### config.mk
export PLATFORM = sky130hd
export DESIGN_NAME = waveform_pulse_finder_top
export DESIGN_NICKNAME = d
export VERILOG_FILES = /design/src/design/wpf_pkg.sv /design/src/design/wpf_core.sv /design/src/design/waveform_pulse_finder_top.sv
export VERILOG_INCLUDE_DIRS = /design/src /design/src/design
export SDC_FILE = /design/constraint.sdc
export NUM_CORES = 1
export LEC_CHECK = 0
export BUFFER_PORTS_ARGS = -buffer_cell sky130_fd_sc_hd__buf_2
export CORE_MARGIN = 4
export CORE_UTILIZATION = 23
export CTS_CLUSTER_SIZE = 24
export DETAILED_ROUTE_END_ITERATION = 10
export PLACE_DENSITY = 0.5
export RECOVER_POWER = 100
export REMOVE_ABC_BUFFERS = 1
export SLEW_MARGIN = 20
export SYNTH_ARGS = -nofsm -noshare
export SYNTH_HDL_FRONTEND = slang
export SYNTH_SLANG_ARGS = --single-unit
export TNS_END_PERCENT = 20
### constraint.sdc
create_clock -name clk -period 14.93 [get_ports clk]
set_input_delay 0.7465 -clock clk [delete_from_list [all_inputs] [get_ports clk]]
set_output_delay 0.7465 -clock clk [all_outputs]
set_load 0.1 [all_outputs]
### src/design/waveform_pulse_finder_top_defines.svh
// ----------------------------------------------------------------------------
// waveform pulse finder assertion macros
// shared assertion forms, clocked on clk and held off during reset
// ----------------------------------------------------------------------------
`ifndef WAVEFORM_PULSE_FINDER_TOP_DEFINES_SVH
`define WAVEFORM_PULSE_FINDER_TOP_DEFINES_SVH

// same-cycle implication
`define WPF_ASSERT_IMPLIES(label, ante, cons) \
	label: assert property (@(posedge clk) disable iff (!arst_n) (ante) |-> (cons)) \
	else $error("wpf assertion failed");

// next-cycle implication
`define WPF_ASSERT_NEXT(label, ante, cons) \
	label: assert property (@(posedge clk) disable iff (!arst_n) (ante) |=> (cons)) \
	else $error("wpf assertion failed");

`endif

### src/design/wpf_pkg.sv
// ----------------------------------------------------------------------------
// wpf_pkg
// types and constants shared by the pulse finder modules
// ----------------------------------------------------------------------------
`default_nettype none

package wpf_pkg;

	localparam int SAMPLE_W  = 12;
	localparam int INDEX_W   = 12;
	localparam int AREA_W    = 24;
	localparam int CFG_IDX_W = 4;

	// register indexes
	localparam logic [CFG_IDX_W-1:0] REG_START_THRESHOLD = CFG_IDX_W'(0);
	localparam logic [CFG_IDX_W-1:0] REG_END_LEVEL       = CFG_IDX_W'(1);

	// reset values
	localparam logic [SAMPLE_W-1:0] START_THRESHOLD_RST = '1;
	localparam logic [SAMPLE_W-1:0] END_LEVEL_RST       = '0;

	typedef struct packed {
		logic [SAMPLE_W-1:0] sample_value;
		logic                last_in_buffer;
	} sample_t;

	typedef struct packed {
		logic [INDEX_W-1:0]  start_index;
		logic [INDEX_W-1:0]  peak_index;
		logic [INDEX_W-1:0]  end_index;
		logic [AREA_W-1:0]   pulse_area;
		logic [SAMPLE_W-1:0] peak_value;
	} pulse_t;

	typedef struct packed {
		logic [SAMPLE_W-1:0] start_threshold;
		logic [SAMPLE_W-1:0] end_level;
	} cfg_t;

endpackage

`default_nettype wire

### src/design/wpf_core.sv
// ----------------------------------------------------------------------------
// wpf_core
// pulse tracking state: open/close decision, running area, peak search
// ----------------------------------------------------------------------------
`default_nettype none

`include "waveform_pulse_finder_top_defines.svh"

module wpf_core #(
	parameter int MAX_SAMPLES = 4096
) (
	input  wire logic            clk,
	input  wire logic            arst_n,
	input  wire logic            step,
	input  wire wpf_pkg::sample_t item,
	input  wire wpf_pkg::cfg_t   cfg,
	output logic                 res_valid,
	output wpf_pkg::pulse_t      res
);

	localparam int CNT_W = (MAX_SAMPLES > 1) ? $clog2(MAX_SAMPLES) : 1;
	localparam logic [CNT_W-1:0] CNT_LAST = CNT_W'(MAX_SAMPLES - 1);

	logic                          inside_q;
	logic [CNT_W-1:0]              cnt_q;
	logic [CNT_W-1:0]              start_q;
	logic [CNT_W-1:0]              best_idx_q;
	logic [wpf_pkg::SAMPLE_W-1:0]  best_val_q;
	logic [wpf_pkg::AREA_W-1:0]    area_q;

	logic                          opens;
	logic                          closes;
	logic                          new_best;
	logic [wpf_pkg::AREA_W-1:0]    area_base;
	logic [wpf_pkg::AREA_W:0]      area_sum;
	logic [wpf_pkg::AREA_W-1:0]    area_sat;

	assign opens    = !inside_q && (item.sample_value > cfg.start_threshold);
	assign new_best = item.sample_value > best_val_q;
	assign closes   = inside_q &&
		((item.sample_value < cfg.end_level) || item.last_in_buffer);

	// fresh pulse restarts the sum from zero
	assign area_base = opens ? '0 : area_q;
	assign area_sum  = {1'b0, area_base} + (wpf_pkg::AREA_W + 1)'(item.sample_value);
	assign area_sat  = area_sum[wpf_pkg::AREA_W] ? '1 : area_sum[wpf_pkg::AREA_W-1:0];

	assign res_valid        = step && closes;
	assign res.start_index  = wpf_pkg::INDEX_W'(start_q);
	assign res.peak_index   = new_best ? wpf_pkg::INDEX_W'(cnt_q) : wpf_pkg::INDEX_W'(best_idx_q);
	assign res.end_index    = wpf_pkg::INDEX_W'(cnt_q);
	assign res.pulse_area   = area_sat;
	assign res.peak_value   = new_best ? item.sample_value : best_val_q;

	always_ff @(posedge clk or negedge arst_n) begin
		if (!arst_n) begin
			inside_q   <= 1'b0;
			cnt_q      <= '0;
			start_q    <= '0;
			best_idx_q <= '0;
			best_val_q <= '0;
			area_q     <= '0;
		end else if (step) begin
			if (opens) begin
				start_q    <= cnt_q;
				best_idx_q <= cnt_q;
				best_val_q <= item.sample_value;
				area_q     <= area_sat;
			end else if (inside_q) begin
				area_q <= area_sat;
				if (new_best) begin
					best_idx_q <= cnt_q;
					best_val_q <= item.sample_value;
				end
			end

			if (item.last_in_buffer) begin
				inside_q <= 1'b0;
			end else if (opens) begin
				inside_q <= 1'b1;
			end else if (closes) begin
				inside_q <= 1'b0;
			end

			if (item.last_in_buffer || (cnt_q >= CNT_LAST)) begin
				cnt_q <= '0;
			end else begin
				cnt_q <= cnt_q + CNT_W'(1);
			end
		end
	end

	`WPF_ASSERT_IMPLIES(a_result_needs_pulse, res_valid, inside_q)
	`WPF_ASSERT_NEXT(a_buffer_end_clears, (step && item.last_in_buffer), (!inside_q && cnt_q == '0))

endmodule

`default_nettype wire

### src/design/waveform_pulse_finder_top.sv
// ----------------------------------------------------------------------------
// waveform_pulse_finder_top
// threshold pulse finder reporting start, peak and end index, area and peak
// ----------------------------------------------------------------------------
// usage
//   sample channel: one ADC sample per beat (sample_valid / sample_stall),
//     last_in_buffer marks the final sample of a buffer, index restarts after it
//   pulse channel: one beat per closed pulse (pulse_valid / pulse_stall)
//   cfg channel: index/data writes, always ready; write only while idle
//   latency: a sample taken at edge N is processed at edge N+1, so the pulse
//     it closes is offered right after N+1 and can be taken at edge N+2
//   throughput: one sample per cycle, set by the single-pass state update
//     between the input register and the result register
//   stall: results queue in an output register plus one skid register; once
//     the skid register is full the input register holds and sample_stall rises
//   reset: thresholds return to start 4095 / end 0, no pulse open, index 0,
//     all buffered beats dropped
// ----------------------------------------------------------------------------
`default_nettype none

`include "waveform_pulse_finder_top_defines.svh"

module waveform_pulse_finder_top #(
	parameter int MAX_SAMPLES = 4096
) (
	input  wire logic                              clk,
	input  wire logic                              arst_n,
	// sample channel
	input  wire logic                              sample_valid,
	output logic                                   sample_stall,
	input  wire wpf_pkg::sample_t                  sample,
	// pulse channel
	output logic                                   pulse_valid,
	input  wire logic                              pulse_stall,
	output wpf_pkg::pulse_t                        pulse,
	// configuration writes
	input  wire logic                              cfg_valid,
	output logic                                   cfg_ready,
	input  wire logic [wpf_pkg::CFG_IDX_W-1:0]     cfg_index,
	input  wire logic [wpf_pkg::SAMPLE_W-1:0]      cfg_data
);

	// configuration registers
	wpf_pkg::cfg_t      cfg_q;

	// input register
	logic               s1_valid_q;
	wpf_pkg::sample_t   sample_s1;

	// result register and skid register
	logic               out_valid_q;
	logic               skid_valid_q;
	wpf_pkg::pulse_t    out_q;
	wpf_pkg::pulse_t    skid_q;

	logic               accept;
	logic               step;
	logic               pop;
	logic               res_valid;
	wpf_pkg::pulse_t    res;

	assign cfg_ready = 1'b1;

	always_ff @(posedge clk or negedge arst_n) begin
		if (!arst_n) begin
			cfg_q.start_threshold <= wpf_pkg::START_THRESHOLD_RST;
			cfg_q.end_level       <= wpf_pkg::END_LEVEL_RST;
		end else if (cfg_valid && cfg_ready) begin
			unique case (cfg_index)
				wpf_pkg::REG_START_THRESHOLD: cfg_q.start_threshold <= cfg_data;
				wpf_pkg::REG_END_LEVEL:       cfg_q.end_level       <= cfg_data;
				default: ; // unknown index, write dropped
			endcase
		end
	end

	// the input register only moves on when the skid register has room,
	// so a result produced by this step always has a place to land
	assign step         = s1_valid_q && !skid_valid_q;
	assign sample_stall = s1_valid_q && skid_valid_q;
	assign accept       = sample_valid && !sample_stall;

	always_ff @(posedge clk or negedge arst_n) begin
		if (!arst_n) begin
			s1_valid_q <= 1'b0;
		end else if (accept) begin
			s1_valid_q <= 1'b1;
		end else if (step) begin
			s1_valid_q <= 1'b0;
		end
	end

	always_ff @(posedge clk) begin
		if (accept) begin
			sample_s1 <= sample;
		end
	end

	wpf_core #(
		.MAX_SAMPLES (MAX_SAMPLES)
	) u_core (
		.clk       (clk),
		.arst_n    (arst_n),
		.step      (step),
		.item      (sample_s1),
		.cfg       (cfg_q),
		.res_valid (res_valid),
		.res       (res)
	);

	// output side: the result register is the oldest beat, skid the next one
	assign pop         = out_valid_q && !pulse_stall;
	assign pulse_valid = out_valid_q;
	assign pulse       = out_q;

	always_ff @(posedge clk or negedge arst_n) begin
		if (!arst_n) begin
			out_valid_q  <= 1'b0;
			skid_valid_q <= 1'b0;
		end else if (pop) begin
			if (skid_valid_q) begin
				skid_valid_q <= res_valid;
			end else begin
				out_valid_q <= res_valid;
			end
		end else if (res_valid) begin
			if (out_valid_q) begin
				skid_valid_q <= 1'b1;
			end else begin
				out_valid_q <= 1'b1;
			end
		end
	end

	always_ff @(posedge clk) begin
		if (pop) begin
			if (skid_valid_q) begin
				out_q <= skid_q;
				if (res_valid) begin
					skid_q <= res;
				end
			end else if (res_valid) begin
				out_q <= res;
			end
		end else if (res_valid) begin
			if (out_valid_q) begin
				skid_q <= res;
			end else begin
				out_q <= res;
			end
		end
	end

	`WPF_ASSERT_IMPLIES(a_skid_needs_out, skid_valid_q, out_valid_q)
	`WPF_ASSERT_IMPLIES(a_no_push_when_full, res_valid, (step && !skid_valid_q))
	`WPF_ASSERT_NEXT(a_stall_keeps_s1, (s1_valid_q && skid_valid_q), s1_valid_q)

endmodule

`default_nettype wire
==> out/results.ini, run 1 <==
[status]
outcome=finished with violations
violations=capacitance limit, slew limit

[global_route]
grt_util_all_layers=0.107
antenna_found_initial=1
grt_max_degree=73
grt_overflow=0
grt_pass1_vias=8033
grt_first_pass_wirelength_um=48000

[sta]
worstMarginPinSlew_ns=3.59
skew_ns=0.0156
fin_crit_ns=5.97
hold_viol=0
slew_headroom=-1.40
rsz0062_at_grt=false
setup_tns_ns=0
min_period_over_period=0.400
finalSetupViolations=0
drv_slew=402
clock.fmax_mhz=167

[yosys]
synthFlopType=edfxtp_1
synth_edf_count=157
synth-seq-area-share=0.601
synth_cell_types=63
synth.avg_cell_area_um2=11.7
synth_cells=1026
synth-async-reset-ratio=0.389
synth_area_um2=12000
ys_warn_count=0
synth-seq-cells=257

[place]
dpl_cell_area_um2=13300
place_congestion=0.825
place_hpwl_um=20800
portBuffers=107
dp_cells=1777

[power_and_ir_drop]
p_leak_nw=5.54
irDropWorstVdd_mv=0.0721
power_density_nw_per_um2=177

[cts]
clockRootBuffer=clkbuf_16
cts_tree=built
cts_setup_buffers=0
holdBufCountCts=0
ctsResizeCount=0
cts_sinks=257
clkLatencyLatePin_ns=0.55
numCtsBuffers=27
cts_buffer_depth=3
clk_pin_slew_ns=0.06
htreeDepth=1

[routing]
post_drt_wl_per_cell_um=16.8
dr.pass1.iters=5
drcViolationCount=0
drt_iter0_drc=430
vias_per_cell=4.41
ant_nets=0
via_count=8056
routed_wl_um=30800

[hold_path]
hold-path-cell-count=1
worstHoldPathType=input pin to register

[cells_and_area]
fin_cells=1828
multi_input_area_um2=4310
fin_nets=1209
final_layout_size_suffix_gt1_frac=0.105
syn_to_final_growth_pct=15.4
n_fill_cell=5534
finalInstanceArea_um2=13900
regArea_um2=7230

[critical_path]
reg2reg_depth=7
cp.arrival_ns=6.07
setup.worst_path.end_class=register
worst_setup_path_start_kind=register
cp.required_ns=15.03
path_class=register to register
slowest_stage=clkbuf_1
max_stage_delay_ns=2.15
cp_max_fo=48
path_cells=ha_1, a21o_1, a21oi_1, o211a_1, o211ai_1, nor2_1, clkbuf_1

[die]
die_area_um2=56000
core_um2=51500
initial_core_util=0.234
rows=83
io_pins=109
die_width_um=237
die_y_um=237

[flow_run]
cap_viol_max_count=10

[cell usage in the layout (no fill, tap or decap), types with 4 or more instances in the layout]
cell         n
nor3_1      14
nand4_1      9
clkbuf_1   107
nor2_1      74
o21a_1       7
clkbuf_16   27
nor2b_1      5
a211oi_1    11
and3_1       9
dfstp_2     12
clkinv_1     5
buf_2       21
o211ai_1     8
o21ai_0     51
nand2_1    147
or2_2        5
a21o_1      12
dfrtp_1     88
ha_1        48
inv_1       46
o31ai_1      5
mux2_2      37
nand2b_1     4
a21oi_1     47
edfxtp_1   157
xnor2_1      7
and2_0       5
mux2_1      20
xor2_1      11
and2_1      11
a31oi_1     46
nand3_1     35
or3_1        4
[metal layers]
metal | global-route usage | wire (um)
met1 | 0.148 | 14500
met5 | 0 | 0
met3 | 0.0165 | 1140
met2 | 0.178 | 14500
met4 | 0.0255 | 587
[layout make-up]
type / count / share of cell area
Timing Repair Buffer: 120 / 0.0352
Clock buffer: 41 / 0.0546
Multi-Input combinational cell: 674 / 0.310
Tap cell: 680 / 0.0613
Sequential cell: 257 / 0.521
Clock inverter: 9 / 0.00487
Inverter: 46 / 0.0124
Antenna cell: 1 / 0.000180
[path summary, 6_finish.rpt]
| kind | start | endpoint | slack (ns) |
|---|---|---|---|
| max in group asynchronous | arst_n | u_core.area_q[22] | 9.62 |
| min in group asynchronous | arst_n | u_core.best_idx_q[6] | 0.95 |
| setup reg to reg | sample_s1[6] | skid_q[57] | 8.96 |
| hold / removal | sample[0] | sample_s1[0] | 0.38 |
| setup / recovery | sample_s1[6] | skid_q[57] | 8.96 |
| hold reg to reg | u_core.start_q[7] | skid_q[67] | 0.47 |
[stage by stage]
stage | hold slack, ns | total power [mW] | utilization | setup WS (ns)
global placement | 0.454 | 1.86 | 0.259 | 10.12
global route | 0.358 | 2.62 | 0.270 | 8.42
detailed placement | 0.454 | 1.88 | 0.259 | 9.92
finish | 0.375 | 2.46 | 0.270 | 8.96
floorplan | 0.443 | 1.65 | - | 9.45
CTS | 0.197 | 2.54 | 0.275 | 9.87
[sequential cells by signal, summed over array words and instances (netlist names)]
| signal | count |
|---|---|
| pulse_valid | 1 |
| u_core.best_val_q | 12 |
| skid_q | 72 |
| u_core.cnt_q | 12 |
| cfg_q | 24 |
| sample_s1 | 13 |
| pulse | 72 |
| u_core.best_idx_q | 12 |
| s1_valid_q | 1 |
| u_core.start_q | 12 |
| skid_valid_q | 1 |
| u_core.inside_q | 1 |
| u_core.area_q | 24 |
[kinds of logic (layout without fill, tap and decap cells)]
logic type,Yosys count,after routing,share of synthesized area
mux,59,59,0.0613
xor+xnor,18,18,0.0131
compound gates,215,215,0.118
simple gates,332,332,0.122
flops,257,257,0.601
fa+ha+maj,49,49,0.0516
buf+inv,95,216,0.0321
other cells,1,2,0.000312
[report_power, final]
part | switching [mW] | total, mW | internal [mW]
logic | 0.577 | 0.843 | 0.267
clock network | 0.277 | 0.643 | 0.366
registers | 0.0675 | 0.978 | 0.911
total | 0.921 | 2.46 | 1.54
[critical path: cells and delay by family, from the launching register on]
kind,cells,cell delay (ns)
fa+ha+maj,1,0.37
simple gates,1,1.69
flops,1,0.53
compound gates,4,0.73
buf+inv,1,2.15
[Yosys cell counts (all sizes together) (9+ instances only)]
master	count	area [um2]
edfxtp	157	4710
nand2	147	554
dfrtp	88	2200
nor2	76	288
mux2	57	717
o21ai	54	270
a21oi	48	244
ha	48	601
a31oi	47	309
inv	46	173
nand3	35	175
clkbuf	34	128
and2	16	100
buf	15	86.3
nor3	14	70.1
a21o	12	90.1
dfstp	12	315
a211oi	11	95.1
xor2	11	96.3
and3	9	56.3
nand4	9	56.3
(Power assumes the default switching activity.)
==> inputs of run 2 (changes only) <==
Settings changed: PLACE_DENSITY 0.5 to 0.51.
Clock period 14.93 ns to 5.3 ns, I/O delays scaled along.
==> run 2 against run 1 <==
The flow still finishes with violations (capacitance limit, slew limit). Critical path depth increased by 7. Routed wire length is 1.3% higher. Combinational power grew to 2.9 times the previous value. Utilization grew 0.90 points. Sequential share of layout area fell by 1.7 points. Final area grew 3.3%. Count of clock-buffer cells in the layout is 2 lower. Worst setup slack worse by 8.4 ns. Sequential power increased to 2.8 times the previous value. First-iteration DRC count increased by 45%.
==> out/results.ini, run 2 (synthesis results as in run 1) <==
[global_route]
grt_util_all_layers=0.108  ; was 0.107
grt_first_pass_wirelength_um=48700  ; was 48000 um
grt_pass1_vias=8166  ; was 8033
grt_overflow=0  ; unchanged
grt_max_degree=74  ; was 73
antenna_found_initial=4  ; was 1

[routing]
dr.pass1.iters=5  ; unchanged
drcViolationCount=0  ; unchanged
drt_iter0_drc=623  ; was 430
vias_per_cell=4.41  ; about the same
post_drt_wl_per_cell_um=16.8  ; about the same
ant_nets=0  ; unchanged
routed_wl_um=31100  ; was 30800 um
via_count=8202  ; was 8056

[power_and_ir_drop]
switching_share=0.371  ; was 0.374
netSwitchingPower_mw=2.65  ; was 0.921 mW
seqPwrFrac=0.387  ; was 0.397
p_leak_nw=5.77  ; was 5.54 nW
pwr-share-comb=0.348  ; was 0.342
power_density_nw_per_um2=497  ; was 177 nW/um2
pwr-share-clk=0.265  ; was 0.261
p_int_mw=4.49  ; was 1.54 mW
irDropWorstVdd_mv=0.271  ; was 0.0721 mV
p_total_mw=7.13  ; was 2.46 mW

[critical_path]
path_class=register to register  ; unchanged
worst_setup_path_start_kind=register  ; unchanged
cp.arrival_ns=4.97  ; was 6.07 ns
setup.worst_path.end_class=register  ; unchanged
cp_max_fo=27  ; was 48
cp.required_ns=5.55  ; was 15.03 ns

[cts]
cts_tree=built  ; unchanged
numCtsBuffers=28  ; was 27
cts_buffer_depth=3  ; unchanged
clk_pin_slew_ns=0.06  ; about the same
clockRootBuffer=clkbuf_16  ; unchanged
htreeDepth=1  ; unchanged
cts_sinks=257  ; unchanged
clkLatencyLatePin_ns=0.55  ; about the same
ctsResizeCount=0  ; unchanged

[sta]
hold_viol=0  ; unchanged
drv_slew=217  ; was 402
clock.fmax_mhz=212  ; was 167 MHz
min_period_over_period=0.890  ; was 0.400
worstMarginPinSlew_ns=2.92  ; was 3.59 ns
rsz0062_at_grt=false  ; unchanged
fin_hold_ws_ns=0.0930  ; was 0.375 ns
skew_ns=0.0146  ; was 0.0156 ns
fin_crit_ns=4.71  ; was 5.97 ns
slew_headroom=-0.958  ; was -1.40
finalSetupViolations=0  ; unchanged

[cells_and_area]
n_fill_cell=5499  ; was 5534
fin_nets=1238  ; was 1209
final_common_cell=edfxtp_1  ; unchanged
syn_to_final_growth_pct=19.3  ; was 15.4%
final_util=0.279  ; was 0.270
layout_common_cells=157 x edfxtp_1, 146 x nand2_1, 100 x clkbuf_1  ; was 157 x edfxtp_1, 147 x nand2_1, 107 x clkbuf_1
finalInstanceArea_um2=14300  ; was 13900 um2
final_layout_size_suffix_gt1_frac=0.130  ; was 0.105

[place]
place_hpwl_um=21000  ; was 20800 um
portBuffers=107  ; unchanged
place_congestion=0.836  ; was 0.825
dpl_cell_area_um2=13400  ; was 13300 um2

[die]
io_pins=109  ; unchanged
die_area_um2=56000  ; unchanged
initial_core_util=0.234  ; unchanged
die_width_um=237  ; unchanged
rows=83  ; unchanged
core_um2=51500  ; unchanged
die_y_um=237  ; unchanged

[flow_run]
cap_viol_max_count=5  ; was 10

[status]
violations=capacitance limit, slew limit  ; unchanged
outcome=finished with violations  ; unchanged

[hold_path]
worstHoldPathType=input pin to register  ; unchanged

run 2: changes by cell type in the layout (fill, tap and decap cells not counted), sizes merged:
cell and change:
buf +4, bufinv +1, clkbuf -5, clkinv +3
clkinvlp +1, dlygate4sd3 +27, inv -1
run 2: final cells by class:
type	instances	area (um2)	area share
clock inverters	13	123	0.00855
clock buffers	39	762	0.0531
multi-input cells	674	4410	0.308
well taps	680	851	0.0593
repair buffers	148	790	0.0550
diodes	1	2.50	0.000174
flip-flops and latches	257	7230	0.504
inverters	46	173	0.0120
run 2: critical path, cell delays in order, from the launching register on:
cell	delay (ns)
edfxtp_1	0.54
ha_1	0.37
a21oi_2	0.15
o221ai_2	0.13
a221oi_4	0.39
a21o_1	0.27
buf_4	0.28
and2_0	0.17
ha_1	0.29
a211oi_1	0.25
o211ai_1	0.20
a22oi_1	0.57
nor2_2	0.21
nand2_2	0.44
a31oi_1	0.17
run 2: path summary, 6_finish.rpt:
check                      depth (start not counted)  slack (ns)                   end               start
setup / recovery                                  14        0.59             pulse[20]        sample_s1[3]
min in group asynchronous                          2        1.19  u_core.best_idx_q[6]              arst_n
hold reg to reg                                    0        0.47            skid_q[71]  u_core.start_q[11]
max in group asynchronous                          3        1.47     u_core.area_q[23]              arst_n
setup reg to reg                                  14        0.59             pulse[20]        sample_s1[3]
hold / removal                                     3        0.09          skid_valid_q         pulse_stall
run 2: power groups by stage:
stage,registers [mW],logic (mW),clock network (mW)
floorplan,3.16,1.48,0
global route,2.80,2.74,2.05
finish,2.76,2.48,1.89
global placement,2.80,2.46,0
detailed placement,2.80,2.50,0
CTS,2.76,2.54,1.95
run 2: metrics by stage:
| step | setup WS, ns | instances | TNS [ns] |
|---|---|---|---|
| global placement | 0.908 | 1778 | 0 |
| floorplan | -0.183 | 977 | -13.15 |
| finish | 0.585 | 1858 | 0 |
| CTS | 0.759 | 1857 | 0 |
| detailed placement | 0.799 | 1778 | 0 |
| global route | 0.212 | 1858 | 0 |
run 2: repair_timing:
action	in CTS	in global routing
hold buffers	27	0
buffers inserted	0	0
endpoints found under the hold margin	80	0
run 2: per-layer routing:
layer  share of wire  wire length [um]  up-vias  track usage
met5         0.00080                25        -            0
met4           0.015               473        4       0.0186
met1            0.46             14500     4027        0.149
li1                -                 -     3977            -
met2            0.48             14900      155        0.183
met3           0.040              1250       39       0.0175
==> inputs of run 3 (changes only) <==
Settings changed: CTS_BUF_LIST from default to sky130_fd_sc_hd__clkbuf_8, SKIP_CTS_REPAIR_TIMING from default to 1.
==> run 3 against run 2 <==
The run still ends with capacitance limit, slew limit left. Non-clock buffer count unchanged. Die area is the same. Register-to-register slack better by 0.09 ns. Flip-flop and latch count stayed put. Highest routed layer unchanged. Critical endpoint is now pulse[22]. Critical path type unchanged. Count of clock-buffer cells in the layout rose by 14.
==> out/results.ini, run 3 (synthesis results as in run 1) <==
[status]
outcome=finished with violations  ; unchanged
violations=capacitance limit, slew limit  ; unchanged

[place]
place_hpwl_um=21000  ; unchanged
dp_cells=1778  ; unchanged
dpl_cell_area_um2=13400  ; unchanged
portBuffers=107  ; unchanged
place_congestion=0.836  ; unchanged

[sta]
skew_ns=0.0175  ; was 0.0146 ns
hold_viol=0  ; unchanged
fin_crit_ns=4.62  ; was 4.71 ns
slew_headroom=-0.951  ; was -0.958
rsz0062_at_grt=false  ; unchanged
drv_slew=162  ; was 217
min_period_over_period=0.872  ; was 0.890
clock.fmax_mhz=216  ; was 212 MHz
finalSetupViolations=0  ; unchanged
worstMarginPinSlew_ns=2.91  ; was 2.92 ns
fin_hold_ws_ns=0.0672  ; was 0.0930 ns

[global_route]
grt_util_all_layers=0.109  ; was 0.108
grt_max_degree=74  ; unchanged
grt_pass1_vias=8235  ; was 8166
antenna_found_initial=4  ; unchanged
grt_first_pass_wirelength_um=48800  ; was 48700 um
grt_util_met3=0.0266  ; was 0.0175
grt_overflow=0  ; unchanged
grt_util_met2=0.180  ; was 0.183
grt-busiest-layer=met2  ; unchanged
use_met1=0.147  ; was 0.149

[cts]
clk_pin_slew_ns=0.06  ; about the same
cts_tree=built  ; unchanged
clockRootBuffer=clkbuf_8  ; was clkbuf_16
cts_buffer_depth=3  ; unchanged
numCtsBuffers=45  ; was 28
cts_sinks=257  ; unchanged
clkLatencyLatePin_ns=0.56  ; was 0.55 ns
htreeDepth=2  ; was 1

[power_and_ir_drop]
irDropWorstVdd_mv=0.196  ; was 0.271 mV
power_density_nw_per_um2=486  ; was 497 nW/um2
p_leak_nw=5.79  ; was 5.77 nW

[cells_and_area]
fin_cells=1891  ; was 1858
final_util=0.277  ; was 0.279
syn_to_final_growth_pct=18.6  ; was 19.3%
final_common_cell=edfxtp_1  ; unchanged
final_layout_size_suffix_gt1_frac=0.131  ; was 0.130
finalInstanceArea_um2=14300  ; about the same
layout_common_cells=157 x edfxtp_1, 146 x nand2_1, 91 x clkbuf_1  ; was 157 x edfxtp_1, 146 x nand2_1, 100 x clkbuf_1
n_fill_cell=5525  ; was 5499
multi_input_area_um2=4350  ; was 4410 um2
fin_nets=1255  ; was 1238
regArea_um2=7230  ; unchanged

[die]
io_pins=109  ; unchanged
core_um2=51500  ; unchanged
initial_core_util=0.234  ; unchanged
die_y_um=237  ; unchanged
rows=83  ; unchanged
die_area_um2=56000  ; unchanged
die_width_um=237  ; unchanged

[critical_path]
setup.worst_path.end_class=register  ; unchanged
cp.required_ns=5.58  ; was 5.55 ns
worst_setup_path_start_kind=register  ; unchanged
path_class=register to register  ; unchanged
slowest_stage=edfxtp_1  ; was a22oi_1
r2r-start=sample_s1[3]  ; unchanged
path_cells=ha_1, a21oi_1, o221ai_1, a221oi_4, a21o_1, buf_4, and2_0, ha_1, a211oi_1, o211ai_1, a22oi_2, nor2_1, nand2_2, a31oi_1  ; was ha_1, a21oi_2, o221ai_2, a221oi_4, a21o_1, buf_4, and2_0, ha_1, a211oi_1, o211ai_1, a22oi_1, nor2_2, nand2_2, a31oi_1
crit_path_start=sample_s1[3]  ; unchanged
cp_max_fo=27  ; unchanged
critPathMostFrequentCell=ha_1  ; unchanged
max_stage_delay_ns=0.54  ; was 0.57 ns
cp.arrival_ns=4.90  ; was 4.97 ns

[routing]
drt_iter0_drc=578  ; was 623
vias_per_cell=4.39  ; was 4.41
routed_wl_um=31400  ; was 31100 um
via_count=8305  ; was 8202
ant_nets=0  ; unchanged
post_drt_wl_per_cell_um=16.6  ; was 16.8 um
drcViolationCount=0  ; unchanged
dr.pass1.iters=4  ; was 5

[flow_run]
cap_viol_max_count=5  ; unchanged

[hold_path]
min-delay-start=pulse_stall  ; unchanged
worstHoldPathType=input pin to register  ; unchanged

-- run 3: changes by cell type in the layout (fill, tap and decap cells not counted), sizes merged --
cell    before  now
inv         46   62
diode        1    2
bufinv       2    0
clkbuf     132  146
clkinv      10   14
-- run 3: area by class of cell --
cell class,count,share of cell area
Antenna cell,2,0.000351
Clock inverter,31,0.00964
Sequential cell,257,0.507
Inverter,46,0.0121
Multi-Input combinational cell,674,0.305
Clock buffer,53,0.0511
Tap cell,680,0.0596
Timing Repair Buffer,148,0.0555
-- run 3: worst max-delay path, delay by kind of cell, from the launching register on --
kind | cells | cell delay, ns
fa+ha+maj | 2 | 0.65
buf+inv | 1 | 0.28
compound gates | 8 | 2.02
flops | 1 | 0.54
simple gates | 3 | 0.84
-- run 3: power breakdown --
part	leakage (nW)	switching (mW)	internal [mW]
combinational	2.51	1.64	0.783
sequential	2.78	0.196	2.57
clock	0.498	0.831	0.915
total	5.79	2.67	4.26
-- run 3: worst paths after layout --
path,depth (start not counted),to,slack (ns)
worst max-delay path,14,pulse[22],0.68
worst min-delay path,3,skid_valid_q,0.07
worst max register to register,14,pulse[22],0.68
worst min register to register,0,skid_q[68],0.47
max in group asynchronous,3,u_core.area_q[22],1.49
min in group asynchronous,2,u_core.best_idx_q[6],1.18
-- run 3: metrics by stage --
step / TNS [ns] / total power [mW] / setup WS (ns)
after floorplan: -13.15 / 4.64 / -0.183
after global placement: 0 / 5.26 / 0.908
after detailed placement: 0 / 5.30 / 0.799
after CTS: 0 / 7.10 / 0.741
after global routing: 0 / 7.41 / 0.274
final: 0 / 6.93 / 0.680
-- run 3: per-layer routing --
layer / vias to the layer above / wire length [um]
li1: 4022 / -
met1: 4060 / 14500
met2: 172 / 14900
met3: 49 / 1490
met4: 2 / 474
met5: - / 11
